===== config.mk =====
export PLATFORM = sky130hd
export DESIGN_NAME = gbc_window
export DESIGN_NICKNAME = d
export VERILOG_FILES = /design/src/rtl/core/gbc_pkg.sv /design/src/rtl/core/gbc_window.sv
export SDC_FILE = /design/constraint.sdc
export NUM_CORES = 1
export LEC_CHECK = 0
export BUFFER_PORTS_ARGS = -buffer_cell sky130_fd_sc_hd__buf_2
export CAP_MARGIN = 40
export CORE_MARGIN = 10
export CORE_UTILIZATION = 40
export CTS_BUF_LIST = sky130_fd_sc_hd__clkbuf_4 sky130_fd_sc_hd__clkbuf_8 sky130_fd_sc_hd__clkbuf_16
export DETAILED_ROUTE_END_ITERATION = 16
export PLACE_DENSITY = 0.56
export SLEW_MARGIN = 20
export SYNTH_ARGS = -nofsm -noshare
export SYNTH_HDL_FRONTEND = slang
export SYNTH_SLANG_ARGS = --single-unit

===== constraint.sdc =====
create_clock -name i_clk -period 16.8 [get_ports i_clk]
set_clock_uncertainty 0.15 [all_clocks]
set_input_delay 1.68 -clock i_clk [delete_from_list [all_inputs] [get_ports i_clk]]
set_output_delay 1.68 -clock i_clk [all_outputs]
set_load 0.005 [all_outputs]

===== src/rtl/core/gbc_pkg.sv =====
package gbc_pkg;

    localparam int MAX_WIDTH_DEF = 2048;

    localparam int PIX_W = 8;
    localparam int ROW_W = 16;
    localparam int COL_W = 11;
    localparam int WID_W = 12;
    localparam int CFG_IDX_W = 2;
    localparam int CFG_DATA_W = 16;

    localparam logic [WID_W-1:0] WIDTH_RST = 12'd640;
    localparam logic [ROW_W-1:0] HEIGHT_RST = 16'd480;

    localparam logic [CFG_IDX_W-1:0] CFG_IMAGE_WIDTH = 2'd0;
    localparam logic [CFG_IDX_W-1:0] CFG_IMAGE_HEIGHT = 2'd1;

    typedef enum logic [1:0] {
        PH_WAIT,
        PH_RECV,
        PH_FLUSH
    } t_phase;

    // one column of the 3x3 window
    typedef struct packed {
        logic [PIX_W-1:0] top;
        logic [PIX_W-1:0] mid;
        logic [PIX_W-1:0] bot;
    } t_column;

    // decoded work for one transaction, carried into the kernel stage
    typedef struct packed {
        logic             shift;
        logic             emit;
        logic             we_above;
        logic             top_from_above;
        logic             bot_from_px;
        logic [PIX_W-1:0] px;
        logic             col_ge1;
        logic             col_ge2;
        logic             col_end;
        logic             final_row;
        logic [ROW_W-1:0] orow;
    } t_item;

    typedef struct packed {
        logic [PIX_W-1:0] pixel;
        logic [ROW_W-1:0] row;
        logic [COL_W-1:0] col;
        logic             last;
        logic             done;
    } t_result;

    function automatic logic [9:0] f_col_sum(t_column k);
        return 10'(k.top) + 10'({k.mid, 1'b0}) + 10'(k.bot);
    endfunction

    function automatic logic [PIX_W-1:0] f_blur(t_column l, t_column c, t_column r);
        logic [11:0] s;
        s = 12'(f_col_sum(l)) + 12'({f_col_sum(c), 1'b0}) + 12'(f_col_sum(r));
        return s[11:4];
    endfunction

endpackage


===== src/rtl/core/gbc_window.sv =====
module gbc_window #(
    parameter int MAX_WIDTH = gbc_pkg::MAX_WIDTH_DEF,
    parameter int CW = $clog2(MAX_WIDTH)
) (
    input  logic                      i_clk,
    input  logic                      i_rst_n,
    input  logic                      i_accept,
    input  gbc_pkg::t_item            i_item,
    input  logic [CW-1:0]             i_col,
    input  logic [gbc_pkg::PIX_W-1:0] i_mid,
    input  logic [gbc_pkg::PIX_W-1:0] i_above,
    output logic                      o_free,
    output logic                      o_above_we,
    output logic [CW-1:0]             o_above_addr,
    output logic [gbc_pkg::PIX_W-1:0] o_above_data,
    output logic                      o_out_valid,
    input  logic                      i_out_ready,
    output gbc_pkg::t_result          o_result
);
    import gbc_pkg::*;

    localparam int XW = (CW > COL_W) ? CW : COL_W;

    logic          r_s1_vld;
    t_item         r_s1;
    logic [CW-1:0] r_s1_col;

    t_column r_win [3];
    t_column nw0, nw1, nw2;

    t_result r_slot [2];
    t_result n_slot [2];
    logic [1:0] r_cnt, n_cnt;

    t_result  res_a, res_b, first_res;
    logic     has_a, has_b;
    logic [1:0] n_res;
    logic [1:0] kept;
    logic     pop;
    logic     adv;
    logic [XW-1:0] col_x, colm1_x;

    // window after this transaction's shift
    always_comb begin
        nw0     = r_win[1];
        nw1     = r_win[2];
        nw2.top = r_s1.top_from_above ? i_above : i_mid;
        nw2.mid = i_mid;
        nw2.bot = r_s1.bot_from_px ? r_s1.px : i_mid;
    end

    assign col_x   = XW'(r_s1_col);
    assign colm1_x = XW'(r_s1_col - 1'b1);

    assign has_a = r_s1.emit && r_s1.col_ge1;
    assign has_b = r_s1.emit && r_s1.col_end;
    assign n_res = {1'b0, has_a} + {1'b0, has_b};

    always_comb begin
        res_a.pixel = f_blur(r_s1.col_ge2 ? nw0 : nw1, nw1, nw2);
        res_a.row   = r_s1.orow;
        res_a.col   = colm1_x[COL_W-1:0];
        res_a.last  = !has_b;
        res_a.done  = 1'b0;

        res_b.pixel = f_blur(r_s1.col_ge1 ? nw1 : nw2, nw2, nw2);
        res_b.row   = r_s1.orow;
        res_b.col   = col_x[COL_W-1:0];
        res_b.last  = 1'b1;
        res_b.done  = r_s1.final_row;

        first_res = has_a ? res_a : res_b;
    end

    assign o_out_valid = (r_cnt != 2'd0);
    assign o_result    = r_slot[0];
    assign pop         = o_out_valid && i_out_ready;
    assign kept        = pop ? r_cnt - 2'd1 : r_cnt;
    assign adv         = r_s1_vld && ((3'(kept) + 3'(n_res)) <= 3'd2);
    assign o_free      = !r_s1_vld || adv;

    assign o_above_we   = adv && r_s1.we_above;
    assign o_above_addr = r_s1_col;
    assign o_above_data = i_mid;

    always_comb begin
        n_slot[0] = pop ? r_slot[1] : r_slot[0];
        n_slot[1] = r_slot[1];
        n_cnt     = kept;
        if (adv && (n_res != 2'd0)) begin
            if (kept == 2'd0) begin
                n_slot[0] = first_res;
                n_slot[1] = res_b;
            end else begin
                n_slot[1] = first_res;
            end
            n_cnt = kept + n_res;
        end
    end

    always_ff @(posedge i_clk) begin
        r_slot[0] <= n_slot[0];
        r_slot[1] <= n_slot[1];
        if (i_accept) begin
            r_s1     <= i_item;
            r_s1_col <= i_col;
        end
    end

    always_ff @(posedge i_clk) begin
        if (!i_rst_n) begin
            r_s1_vld <= 1'b0;
            r_cnt    <= 2'd0;
            for (int i = 0; i < 3; i++) begin
                r_win[i] <= '0;
            end
        end else begin
            r_cnt <= n_cnt;
            if (i_accept) begin
                r_s1_vld <= 1'b1;
            end else if (adv) begin
                r_s1_vld <= 1'b0;
            end
            if (adv && r_s1.shift) begin
                r_win[0] <= nw0;
                r_win[1] <= nw1;
                r_win[2] <= nw2;
            end
        end
    end

`ifndef SYNTHESIS
    a_cnt_range: assert property (@(posedge i_clk) disable iff (!i_rst_n)
        r_cnt != 2'd3)
        else $error("result buffer count out of range");

    a_stall_needs_backlog: assert property (@(posedge i_clk) disable iff (!i_rst_n)
        (r_s1_vld && !adv) |-> (r_cnt != 2'd0))
        else $error("kernel stage stalled with empty result buffer");

    a_stall_holds: assert property (@(posedge i_clk) disable iff (!i_rst_n)
        (r_s1_vld && !adv) |=> r_s1_vld)
        else $error("stalled transaction lost from kernel stage");

    a_pop_of_two: assert property (@(posedge i_clk) disable iff (!i_rst_n)
        (pop && (r_cnt == 2'd2)) |=> o_out_valid)
        else $error("second buffered result dropped");
`endif

endmodule


==> qor.csv <==
stage;metric;value;unit
worst_setup_path;crit_start;i_mid[1];
finish;finalNonFillerCells;1344;
detailed_routing;drt_iter0_drc;346;
sta;finalCritPeriodShare;43.2;%
synth;synth_enable_flop_cells;129;
global_route;grt_usage;14.0;%
cts;path_clk_slew;0.07;ns
synth;netlist_instances;918;
synth;syn_avg_cell_area;11.4;µm²
floorplanning;rows;59;
cts;cts_setup_buffers;0;
outcome;status;complete, no violations;
cts;holdBufCountCts;0;
sta;tightest_slew;0.767;ns
finish;syn2layout_area_growth;12.4;%
synth;syn_area;10500;µm²
cts;post_cts_resized;0;
detailed_routing;ant_nets;0;
synth;synth.net_count;1096;
sta;slew_headroom;48.7;%
place;place.gp.congestion;0.800;
cts;cts_tree;done;
finish;final_common_cell;edfxtp_1;
worst_setup_path;crit_path_end_kind;flip-flop;
detailed_routing;dr.pass1.iters;4;
synth;synth_area_leaders;edfxtp_1, fa_1, dfxtp_1;
detailed_routing;vias;6604;
synth;synth_seq_area_share;44.7;%
place;post-dp-hpwl;16800;µm
synth;async_reset_ff_share;0;%
synth;ys.flop_type;edfxtp_1;
finish;drive_gt1_share;22.9;%
min_path;hold_start;r_s1[10];
global_route;gr-total-overflow;0;
synth;yosys_register_bits;169;
synth;yosys_warnings;0;
sta;tns;0;ns
floorplanning;ios;123;
synth;synth_top_area_share;37.0;%
detailed_routing;route.detailed.wl_per_inst;17.1;µm
worst_setup_path;cp.required;16.82;ns
place;portBuffers;122;
floorplanning;die_area;33000;µm²
worst_setup_path;cp_max_fo;6;
sta;slew_viol_final;0;
global_route;grt_pass1_vias;6914;
cts;cts-root-buf;clkbuf_16;
place;dp.cells;1312;
floorplanning;die_width;182;µm
cts;clock_path_buffers;2;
min_path;hold_path.class;flip-flop to flip-flop;
finish;final_cell_mix;edfxtp_1, buf_2, nand2_1;
finish;n_antenna_cell;0;
global_route;grt_pass1_wl;37300;µm
detailed_routing;routed_wl;23000;µm
floorplanning;die_y;182;µm
detailed_routing;drc;0;
floorplanning;start_util;40.4;%
global_route;antenna_found_initial;0;
synth;synth_cell_types;59;
worst_setup_path;startpoint_type;input pin;
floorplanning;core_area;25900;µm²
sta;layout_min_cycle_time;7.26;ns
finish;nets;1174;
sta;setup_viol_count_final;0;
worst_setup_path;crit_arrival;7.28;ns
synth;synth_top_area_cell;edfxtp_1;
worst_setup_path;r2r-start;r_s1[29];
cts;clkLatencyLatePin;0.45;ns
detailed_routing;vias_per_cell;4.91;
cts;cts_max_level;4;
sta;hold_slack;0.295;ns
cts;numCtsBuffers;17;
worst_setup_path;path_class;input pin to flip-flop;
cts;cts.sinks;169;
sta;hold_viol_final;0;
global_route;grt_start_max_net_pins;49;
flow_run;maxCapViolations;0;
sta;fmax;138;MHz
sta;rsz0062_at_grt;false;
-- critical path, stage by stage --
cell and delay (ns):
buf_2 0.15, mux2_4 0.20, inv_1 0.06, fa_1 0.48
inv_1 0.04, ha_1 0.23, fa_1 0.41, a21o_1 0.18
a21oi_1 0.23, nor2b_1 0.09, o31a_1 0.26, a21oi_1 0.41
xor2_1 0.19, ha_1 0.27, fa_1 0.53, inv_1 0.05
fa_1 0.52, inv_1 0.04, ha_1 0.33, nand2_1 0.10
o21ai_0 0.15, a21o_1 0.23, a31oi_1 0.17, xor2_1 0.20
mux2i_1 0.09
-- through the flow --
step	area (µm²)	setup WS (ns)	util, %
2_1_floorplan	10500	9.66	-
3_3_place_gp	11100	9.11	42.9
3_5_place_dp	11100	9.08	43.0
4_1_cts	11800	9.53	45.4
5_1_grt	11800	9.15	45.4
6_report	11800	9.54	45.4
-- routing by layer --
layer,vias to the layer above,global-route usage [%],share of wire (%)
met3,10,2.86,3.5
met4,0,3.35,0.74
met2,114,22.7,48
li1,3274,-,-
met1,3206,18.7,48
met5,-,0,0
-- sequential cells by signal, indices dropped and copies added (netlist names) --
register      cells
o_above_addr     11
r_cnt             2
r_s1             33
r_s1_vld          1
r_slot           74
r_win            48
-- kinds of logic after synthesis --
kind of cell / share of synthesized area [%]
DFF: 44.7
muxes: 7.44
AOI/OAI and AO/OA: 7.91
xor gates and xnor gates: 4.27
and+or+nand+nor: 11.0
adders and majority gates: 17.6
buffers and inverters: 7.11
-- synth_stat cells, types with 3 or more instances --
master,n
a31oi_1,30
inv_1,75
a221o_1,3
edfxtp_1,129
xor2_1,24
dfxtp_1,40
o21a_1,6
o21bai_1,3
ha_1,58
buf_1,6
and2_1,32
a21oi_2,3
nand2_1,93
nand2b_1,7
a21oi_1,27
xnor2_1,27
and3_1,9
buf_4,45
a21o_1,11
clkbuf_1,18
buf_2,4
mux2i_1,20
o21ai_0,12
o31ai_1,4
o31a_1,3
nor2_1,61
nor3_1,7
fa_1,56
nor2b_1,16
nand3_1,6
mux2_2,50
-- layout make-up --
class / instances / area (µm²)
inverters: 76 / 285
well taps: 335 / 419
repair buffers: 133 / 713
clock buffers: 17 / 425
multi-input cells: 599 / 5060
fillers: 2447 / 14100
flip-flops and latches: 169 / 4670
clock inverters: 15 / 190
-- worst paths after layout --
kind                   end  depth (start not counted)  slack, ns
min          r_slot[0][60]                          0       0.30
max          r_slot[0][72]                         25       9.54
max reg2reg  r_slot[0][72]                         24      10.16
min reg2reg  r_slot[0][60]                          0       0.30
Power is left out: the tool's default activity adds up to more than one toggle a clock period on the data nets, which glitch-free logic cannot reach.
