[src/rtl/core/gbc_pkg.sv]
package gbc_pkg;

    localparam int MAX_WIDTH_DEF = 2048;

    localparam int PIX_W = 8;
    localparam int ROW_W = 16;
    localparam int COL_W = 11;
    localparam int WID_W = 12;
    localparam int CFG_IDX_W = 2;
    localparam int CFG_DATA_W = 16;

    localparam logic [WID_W-1:0] WIDTH_RST = 12'd640;
    localparam logic [ROW_W-1:0] HEIGHT_RST = 16'd480;

    localparam logic [CFG_IDX_W-1:0] CFG_IMAGE_WIDTH = 2'd0;
    localparam logic [CFG_IDX_W-1:0] CFG_IMAGE_HEIGHT = 2'd1;

    typedef enum logic [1:0] {
        PH_WAIT,
        PH_RECV,
        PH_FLUSH
    } t_phase;

    // one column of the 3x3 window
    typedef struct packed {
        logic [PIX_W-1:0] top;
        logic [PIX_W-1:0] mid;
        logic [PIX_W-1:0] bot;
    } t_column;

    // decoded work for one transaction, carried into the kernel stage
    typedef struct packed {
        logic             shift;
        logic             emit;
        logic             we_above;
        logic             top_from_above;
        logic             bot_from_px;
        logic [PIX_W-1:0] px;
        logic             col_ge1;
        logic             col_ge2;
        logic             col_end;
        logic             final_row;
        logic [ROW_W-1:0] orow;
    } t_item;

    typedef struct packed {
        logic [PIX_W-1:0] pixel;
        logic [ROW_W-1:0] row;
        logic [COL_W-1:0] col;
        logic             last;
        logic             done;
    } t_result;

    function automatic logic [9:0] f_col_sum(t_column k);
        return 10'(k.top) + 10'({k.mid, 1'b0}) + 10'(k.bot);
    endfunction

    function automatic logic [PIX_W-1:0] f_blur(t_column l, t_column c, t_column r);
        logic [11:0] s;
        s = 12'(f_col_sum(l)) + 12'({f_col_sum(c), 1'b0}) + 12'(f_col_sum(r));
        return s[11:4];
    endfunction

endpackage

[src/rtl/core/gbc_ctrl.sv]
module gbc_ctrl #(
    parameter int MAX_WIDTH = gbc_pkg::MAX_WIDTH_DEF,
    parameter int CW = $clog2(MAX_WIDTH)
) (
    input  logic                           i_clk,
    input  logic                           i_rst_n,
    input  logic                           i_cfg_valid,
    input  logic [gbc_pkg::CFG_IDX_W-1:0]  i_cfg_index,
    input  logic [gbc_pkg::CFG_DATA_W-1:0] i_cfg_data,
    input  logic                           i_accept,
    input  logic                           i_mode,
    input  logic [gbc_pkg::PIX_W-1:0]      i_pixel_in,
    output gbc_pkg::t_item                 o_item,
    output logic [CW-1:0]                  o_col,
    output logic                           o_mid_we
);
    import gbc_pkg::*;

    logic [WID_W-1:0] r_width,  n_width;
    logic [ROW_W-1:0] r_height, n_height;
    logic [CW-1:0]    r_col,    n_col;
    logic [ROW_W-1:0] r_row,    n_row;
    t_phase           r_phase,  n_phase;

    logic [CW-1:0]    w_last;
    logic [ROW_W-1:0] h_last;
    logic             col_end;
    logic             row_end;
    logic             is_pix;
    logic             is_flush;
    logic             row_ge1;
    logic             row_ge2;
    logic             cfg_hit;

    always_comb begin
        if (r_width == '0) begin
            w_last = '0;
        end else if (32'(r_width) > MAX_WIDTH) begin
            w_last = CW'(MAX_WIDTH - 1);
        end else begin
            w_last = CW'(r_width - 1'b1);
        end
        h_last = (r_height == '0) ? '0 : r_height - 1'b1;
    end

    assign col_end  = (r_col == w_last);
    assign row_end  = (r_row == h_last);
    assign is_pix   = !i_mode && (r_phase != PH_FLUSH);
    assign is_flush = i_mode && (r_phase == PH_FLUSH);
    assign row_ge1  = (r_row != '0);
    assign row_ge2  = (r_row > ROW_W'(1));

    always_comb begin
        o_item.shift          = is_pix || is_flush;
        o_item.emit           = is_flush || (is_pix && row_ge1);
        o_item.we_above       = is_pix && row_ge1;
        o_item.top_from_above = is_pix ? row_ge2 : row_ge1;
        o_item.bot_from_px    = is_pix;
        o_item.px             = i_pixel_in;
        o_item.col_ge1        = (r_col != '0);
        o_item.col_ge2        = (32'(r_col) >= 2);
        o_item.col_end        = col_end;
        o_item.final_row      = is_flush;
        o_item.orow           = is_pix ? r_row - 1'b1 : r_row;
    end

    assign o_col    = r_col;
    assign o_mid_we = i_accept && is_pix;

    always_comb begin
        n_width  = r_width;
        n_height = r_height;
        n_col    = r_col;
        n_row    = r_row;
        n_phase  = r_phase;
        cfg_hit  = 1'b0;

        if (i_cfg_valid) begin
            case (i_cfg_index)
                CFG_IMAGE_WIDTH: begin
                    n_width = i_cfg_data[WID_W-1:0];
                    cfg_hit = 1'b1;
                end
                CFG_IMAGE_HEIGHT: begin
                    n_height = i_cfg_data[ROW_W-1:0];
                    cfg_hit  = 1'b1;
                end
                default: begin
                    cfg_hit = 1'b0;
                end
            endcase
        end

        if (cfg_hit) begin
            // abort the frame in progress
            n_col   = '0;
            n_row   = '0;
            n_phase = PH_WAIT;
        end else if (i_accept && is_pix) begin
            n_phase = PH_RECV;
            if (col_end) begin
                n_col = '0;
                if (row_end) begin
                    n_phase = PH_FLUSH;
                end else begin
                    n_row = r_row + 1'b1;
                end
            end else begin
                n_col = r_col + 1'b1;
            end
        end else if (i_accept && is_flush) begin
            if (col_end) begin
                n_col   = '0;
                n_row   = '0;
                n_phase = PH_WAIT;
            end else begin
                n_col = r_col + 1'b1;
            end
        end
    end

    always_ff @(posedge i_clk) begin
        if (!i_rst_n) begin
            r_width  <= WIDTH_RST;
            r_height <= HEIGHT_RST;
            r_col    <= '0;
            r_row    <= '0;
            r_phase  <= PH_WAIT;
        end else begin
            r_width  <= n_width;
            r_height <= n_height;
            r_col    <= n_col;
            r_row    <= n_row;
            r_phase  <= n_phase;
        end
    end

endmodule

[config.mk]
export PLATFORM = sky130hd
export DESIGN_NAME = gbc_ctrl
export DESIGN_NICKNAME = d
export VERILOG_FILES = /design/src/rtl/core/gbc_pkg.sv /design/src/rtl/core/gbc_ctrl.sv
export SDC_FILE = /design/constraint.sdc
export NUM_CORES = 1
export LEC_CHECK = 0
export BUFFER_PORTS_ARGS = -buffer_cell sky130_fd_sc_hd__buf_2
export CAP_MARGIN = 15
export CORE_MARGIN = 5
export CORE_UTILIZATION = 55
export DETAILED_ROUTE_END_ITERATION = 16
export GPL_ROUTABILITY_DRIVEN = 0
export GPL_TIMING_DRIVEN = 0
export PLACE_DENSITY = 0.79
export SLEW_MARGIN = 25
export SYNTH_ARGS = -nofsm -noshare
export SYNTH_HDL_FRONTEND = slang
export SYNTH_SLANG_ARGS = --single-unit
[constraint.sdc]
create_clock -name i_clk -period 8.85 [get_ports i_clk]
set_input_delay 0.4425 -clock i_clk [delete_from_list [all_inputs] [get_ports i_clk]]
set_output_delay 0.4425 -clock i_clk [all_outputs]
set_load 0.05 [all_outputs]
==> results.sh, run 1 <==
export IMPL_cts_max_path_buffers=2
export IMPL_holdPathStages=3
export IMPL_hold_viol=0
export IMPL_crit_buf_inv=6
export IMPL_numClockSinks=57
export IMPL_die_area_um2=10130
export IMPL_min_period_ns=4.224
export IMPL_synth_compound_area_share_pct=21.42
export IMPL_dp_cells=790
export IMPL_core_area_um2=8093
export IMPL_startpoint_type="flop"
export IMPL_skew_ns=0.01080
export IMPL_cp_cell_sequence="inv_1, ha_1, or4b_1, buf_2, nor4_4, a31oi_1, xor2_1, or4b_4, or3_1, buf_2, clkinv_4, buf_4, buf_2"
export IMPL_ys_ff_latch=57
export IMPL_max_slew_worst_pin_slew_ns=0.8018
export IMPL_post_cts_buffers=0
export IMPL_viasPerCell=6.079
export IMPL_grt_pass1_wl_mm=20.62
export IMPL_ir_worst_vdd_uv=76.14
export IMPL_yosysSeqAreaShare_pct=25.24
export IMPL_synth_top_family_by_area="simple AND/OR/NAND/NOR gates"
export IMPL_layoutNonFillerInstCount=806
export IMPL_ctsHoldBuffers=0
export IMPL_synth_cell_type_count=70
export IMPL_synth_adder_area_share_pct=3.045
export IMPL_tritoncts="yes"
export IMPL_root_buffer="clkbuf_8"
export IMPL_track_usage_pct=24.82
export IMPL_diodes=0
export IMPL_cp_depth=13
export IMPL_drive_above_1_share_pct=17.12
export IMPL_slew_headroom_pct=46.05
export IMPL_drcViolationCount=0
export IMPL_io_pins=76
export IMPL_grt_pass1_vias=4441
export IMPL_rows=33
export IMPL_synth_top_area_share_pct=25.24
export IMPL_port_buffers=67
export IMPL_drt_total_wl_mm=12.39
export IMPL_dieHeight_um=100.7
export IMPL_vias=4900
export IMPL_yosys_area_top_type="dfxtp_1"
export IMPL_cpMaxStageDelayCell="or4b_4"
export IMPL_hpwlAfterDp_mm=9.462
export IMPL_drv_cap=0
export IMPL_max_freq_mhz=236.7
export IMPL_finalWorstSetupSlack_ns=4.626
export IMPL_grt_max_degree=11
export IMPL_syn_avg_cell_area_um2=7.315
export IMPL_criticalPathCategory="reg2out"
export IMPL_cpLargestDelayFamily="simple AND/OR/NAND/NOR gates"
export IMPL_report_final_slew_viol_count=0
export IMPL_setup_violations=0
export IMPL_fillers=763
export IMPL_yosys_area_share_simple_pct=34.65
export IMPL_tns_ns=0
export IMPL_cts_resized=0
export IMPL_drtAntennaViolNets=0
export IMPL_max_stage_delay_ns=0.50
export IMPL_required_ns=8.41
export IMPL_rsz0062_at_grt="false"
export IMPL_gr_total_overflow=0
export IMPL_synth_flop_cell="dfxtp_1"
export IMPL_cp_max_fo=10
export IMPL_synthArstFlopShare_pct=0
export IMPL_synthCells=618
export IMPL_place_ws_ns=4.971
export IMPL_synthTopCellsByArea="dfxtp_1, nand2_1, a21boi_0"
export IMPL_synth_xor_area_share_pct=6.781
export IMPL_clk_transition_reported_paths_ns=0.06
export IMPL_arrival_ns=3.78
export IMPL_clk_latency_ns=0.35
export IMPL_first_iter_violations=351
export IMPL_fin_crit_sh_pct=47.73
export IMPL_grt_antenna_before_repair=0
export IMPL_drtPass1Iterations=5
export IMPL_die_width_um=100.7
export IMPL_p_leak_nw=2.038
export IMPL_crit_path_frequent_cell="buf_2"
export IMPL_fin_nets=738
export IMPL_hold_class="in2reg"
export IMPL_layout_area_overhead_vs_synth_pct=14.31
export IMPL_powerDensity_nw_per_um2=118.0
export IMPL_drt_wirelength_per_cell_um=15.37
export IMPL_h_tree_depth=3
export IMPL_netlist_area_um2=4521
export IMPL_ys_warn_count=0
export IMPL_endpoint_kind="primary output"
export IMPL_start_util_pct=55.86
export IMPL_synth_fp_nets=660
export IMPL_outcome="finished clean"
export IMPL_cts_buffers=9
export IMPL_synthMuxAreaShare_pct=0.4705
export IMPL_synth_edf_count=0
export IMPL_rr_worst_depth=15
## Yosys cell counts (all sizes together) (20+ instances only)
cell type,instances
dfxtp,57
clkbuf,32
o21ai,24
nand3,24
nor3,20
a21oi,30
or4,21
inv,21
nor2,43
nand2,93
a21boi,25
buf,23
## final timing paths
| path | to | startpoint | slack [ns] |
|---|---|---|---|
| min | r_height[5] | i_cfg_data[5] | 0.34 |
| max reg2reg | r_row[6] | r_height[0] | 4.89 |
| max | o_item[17] | r_width[0] | 4.63 |
| min reg2reg | r_height[1] | r_height[1] | 0.52 |
## report_power, final
| part | internal [mW] | switching, mW | total [mW] |
|---|---|---|---|
| Combinational | 0.0412 | 0.0792 | 0.120 |
| Sequential | 0.262 | 0.00736 | 0.269 |
| Clock | 0.116 | 0.105 | 0.220 |
| Total | 0.419 | 0.191 | 0.610 |
## layer usage
| layer | vias to the layer above | routed length, µm | GRT usage [%] |
|---|---|---|---|
| li1 | 2391 | - | - |
| met1 | 2247 | 5593 | 34.32 |
| met2 | 241 | 5477 | 37.82 |
| met3 | 21 | 1100 | 5.052 |
| met4 | 0 | 214 | 9.637 |
| met5 | - | 0 | 0 |
## final cells by class
type                    instances  area, µm²  share of cell area (%)
multi-input cells             484       3007                   58.18
flip-flops and latches         57       1141                   22.08
repair buffers                 67      335.3                   6.489
plain buffers                  55      291.5                   5.642
clock buffers                  13      158.9                   3.075
well taps                     105      131.4                   2.542
inverters                      22      87.58                   1.695
clock inverters                 3      15.01                  0.2906
## cells in the final DEF, fill, tap and decap left out, types with 3 or more instances in the layout
master and n:
nand2_1 93, buf_2 72, dfxtp_1 57, nor2_1 43, clkbuf_1 34, a21oi_1 30
a21boi_0 25, nand3_1 24, inv_1 21, o21ai_0 21, nor3_1 19, or4_1 19
xnor2_1 18, xor2_1 17, nand4_1 17, or3_1 14, o31ai_1 14, nor4_1 13
ha_1 11, buf_4 11, clkbuf_8 11, o211ai_1 8, and3_1 7, nor2b_1 6
a31oi_1 6, nand2b_1 5, buf_6 5, and2_1 4, or2_2 4, a21o_1 4
a211o_1 4, a2111oi_0 3, nor3b_1 3, and4_1 3, o21a_1 3, o21ai_1 3
clkinv_2 3
## sequential cells by signal (all words and copies together) (netlist names)
name,count
r_height,16
r_row,16
r_width,12
o_col,11
r_phase,2
## worst min-delay path, cell delays in order
cell and delay [ns]:
buf_2 0.10, nand2_1 0.05, nand3_1 0.07
## kinds of logic after synthesis
logic type               count (synthesis)
XOR/XNOR                                35
AO/OA/AOI/OAI                          142
buffers and inverters                   77
multiplexers                             2
AND/OR/NAND/NOR                        294
flip-flops                              57
adder cells (fa/ha/maj)                 11
## stage by stage
step | area (µm²) | hold slack (ns) | util (%) | total power [mW]
2_1_floorplan | 4521 | 0.4695 | - | 0.3643
6_report | 5167 | 0.3449 | 63.85 | 0.6098
5_1_grt | 5167 | 0.3407 | 63.85 | 0.6405
3_5_place_dp | 4987 | 0.5106 | 61.63 | 0.3937
4_1_cts | 5161 | 0.3352 | 63.78 | 0.6096
3_3_place_gp | 4987 | 0.5022 | 61.63 | 0.3911
Power figures use the tool's default switching activity.
==> run 2: changes to the inputs <==
- clock period: 8.85 -> 4 ns (I/O delays scaled with it)
==> results.sh, run 2 (synthesis gave the netlist of run 1 again) <==
export IMPL_outcome="finished clean"
export IMPL_holdPathStages=3
export IMPL_fin_util_pct=64.42
export IMPL_holdWs_ns=0.1015
export IMPL_first_iter_violations=374
export IMPL_top_regs="r_height (16), r_row (16), r_width (12)"
export IMPL_die_width_um=100.7
export IMPL_place_ws_ns=0.1211
export IMPL_diodes=0
export IMPL_layout_common_cells="nand2_1, buf_2, dfxtp_1, nor2_1, clkbuf_1"
export IMPL_startpoint_type="flop"
export IMPL_clockPowerShare_pct=35.9
export IMPL_fin_nets=738
export IMPL_layoutNonFillerInstCount=806
export IMPL_drcViolationCount=0
export IMPL_ir_worst_vdd_uv=168.8
export IMPL_max_freq_mhz=260.2
export IMPL_drv_cap=0
export IMPL_required_ns=3.80
export IMPL_rows=33
export IMPL_cp_cell_sequence="inv_1, ha_2, or4b_1, buf_4, o31ai_4, a31oi_2, xor2_1, or4b_4, or3_1, buf_2, clkinv_4, buf_4, buf_4"
export IMPL_grt_pass1_wl_mm=20.62
export IMPL_layout_area_overhead_vs_synth_pct=15.33
export IMPL_start_util_pct=55.86
export IMPL_io_pins=76
export IMPL_setup_violations=0
export IMPL_p_leak_nw=2.047
export IMPL_arrival_ns=3.64
export IMPL_fin_crit_sh_pct=96.10
export IMPL_grt_antenna_before_repair=0
export IMPL_switchingPower_mw=0.4239
export IMPL_viasPerCell=6.041
export IMPL_dp_cells=790
export IMPL_max_stage_delay_ns=0.50
export IMPL_finalInstanceArea_um2=5214
export IMPL_tritoncts="yes"
export IMPL_core_area_um2=8093
export IMPL_hold_viol=0
export IMPL_drive_above_1_share_pct=17.97
export IMPL_fillers=756
export IMPL_power_mw=1.352
export IMPL_drtAntennaViolNets=0
export IMPL_post_cts_buffers=0
export IMPL_rr_worst_depth=14
export IMPL_vias=4869
export IMPL_clk_transition_reported_paths_ns=0.06
export IMPL_drt_total_wl_mm=12.42
export IMPL_hold_path_startpoint="i_cfg_data[5]"
export IMPL_p_seq_share_pct=44.1
export IMPL_cpMaxStageDelayCell="or4b_4"
export IMPL_swShare_pct=31.34
export IMPL_h_tree_depth=3
export IMPL_place_area_um2=4987
export IMPL_hold_class="in2reg"
export IMPL_numClockSinks=57
export IMPL_r2r_slack_ns=0.17
export IMPL_drtPass1Iterations=7
export IMPL_dieHeight_um=100.7
export IMPL_grt_pass1_vias=4441
export IMPL_rsz0062_at_grt="false"
export IMPL_gr_total_overflow=0
export IMPL_min_period_ns=3.844
export IMPL_max_slew_worst_pin_slew_ns=0.6789
export IMPL_grt_max_degree=11
export IMPL_criticalPathCategory="reg2out"
export IMPL_die_area_um2=10130
export IMPL_reg2reg_from="r_width[0]"
export IMPL_cp_max_fo=10
export IMPL_p_int_mw=0.9285
export IMPL_final_common_cell="nand2_1"
export IMPL_port_buffers=67
export IMPL_hold_end="r_height[5]"
export IMPL_slew_headroom_pct=54.44
export IMPL_cts_max_path_buffers=2
export IMPL_skew_ns=0.009660
export IMPL_track_usage_pct=24.82
export IMPL_timing_rr_end="r_row[13]"
export IMPL_p_comb_share_pct=20.0
export IMPL_drt_wirelength_per_cell_um=15.41
export IMPL_crit_path_frequent_cell="buf_4"
export IMPL_finalWorstSetupSlack_ns=0.1562
export IMPL_root_buffer="clkbuf_8"
export IMPL_endpoint_kind="primary output"
export IMPL_cts_buffers=9
export IMPL_tns_ns=0
export IMPL_clk_latency_ns=0.35
export IMPL_hpwlAfterDp_mm=9.462
export IMPL_report_final_slew_viol_count=0
export IMPL_powerDensity_nw_per_um2=259.4
run 2: cell count changes in the layout (fill, tap and decap cells not counted), moves of 2 or more:
| cell | delta |
|---|---|
| a2111oi_1 | +2 |
| nor4_1 | -2 |
| buf_4 | +2 |
| a2111oi_0 | -3 |
| buf_2 | -2 |
| nor4_2 | +2 |
run 2: layout make-up:
cell class	instances	area, µm²	share of cell area [%]
Buffer	55	294.0	5.640
Tap cell	105	131.4	2.520
Multi-Input combinational cell	484	3048	58.46
Sequential cell	57	1141	21.89
Clock inverter	3	15.01	0.2880
Timing Repair Buffer	67	337.8	6.479
Clock buffer	13	158.9	3.048
Inverter	22	87.58	1.680
run 2: worst max-delay path, delay by kind of cell (launching register included):
family | cells | cell delay [ns]
simple gates | 3 | 1.30
buf+inv | 6 | 0.86
compound gates | 2 | 0.42
flops | 1 | 0.36
fa+ha+maj | 1 | 0.21
xor+xnor | 1 | 0.16
run 2: worst max-delay path by stage:
| stage | slack [ns] | start | depth (start not counted) | endpoint |
|---|---|---|---|---|
| after floorplan | 0.48 | r_width[0] | 13 | r_row[5] |
| after global placement | 0.17 | r_width[0] | 12 | r_row[6] |
| after detailed placement | 0.12 | r_width[0] | 13 | r_row[13] |
| after CTS | 0.02 | r_width[0] | 13 | o_item[17] |
| after global routing | 0.0001 | r_height[0] | 15 | r_row[9] |
| final | 0.16 | r_width[0] | 13 | o_item[17] |
run 2: power by group through the flow:
stage | registers [mW] | clock network, mW | logic, mW
after floorplan | 0.606 | 0 | 0.200
after CTS | 0.595 | 0.489 | 0.265
after global routing | 0.598 | 0.529 | 0.295
final | 0.596 | 0.486 | 0.270
after detailed placement | 0.608 | 0 | 0.263
after global placement | 0.607 | 0 | 0.259
run 2: per-layer routing:
metal | wire, µm | vias to the layer above | track usage, %
met5 | 0 | - | 0
met4 | 221 | 0 | 9.637
met3 | 1050 | 24 | 5.052
met2 | 5558 | 228 | 37.82
met1 | 5588 | 2223 | 34.32
li1 | - | 2394 | -
run 2: repair_timing:
action	4_1_cts	5_1_grt
gates resized for setup	1	16
setup endpoints to repair	1	15
pin swaps	0	4
hold buffers	0	0
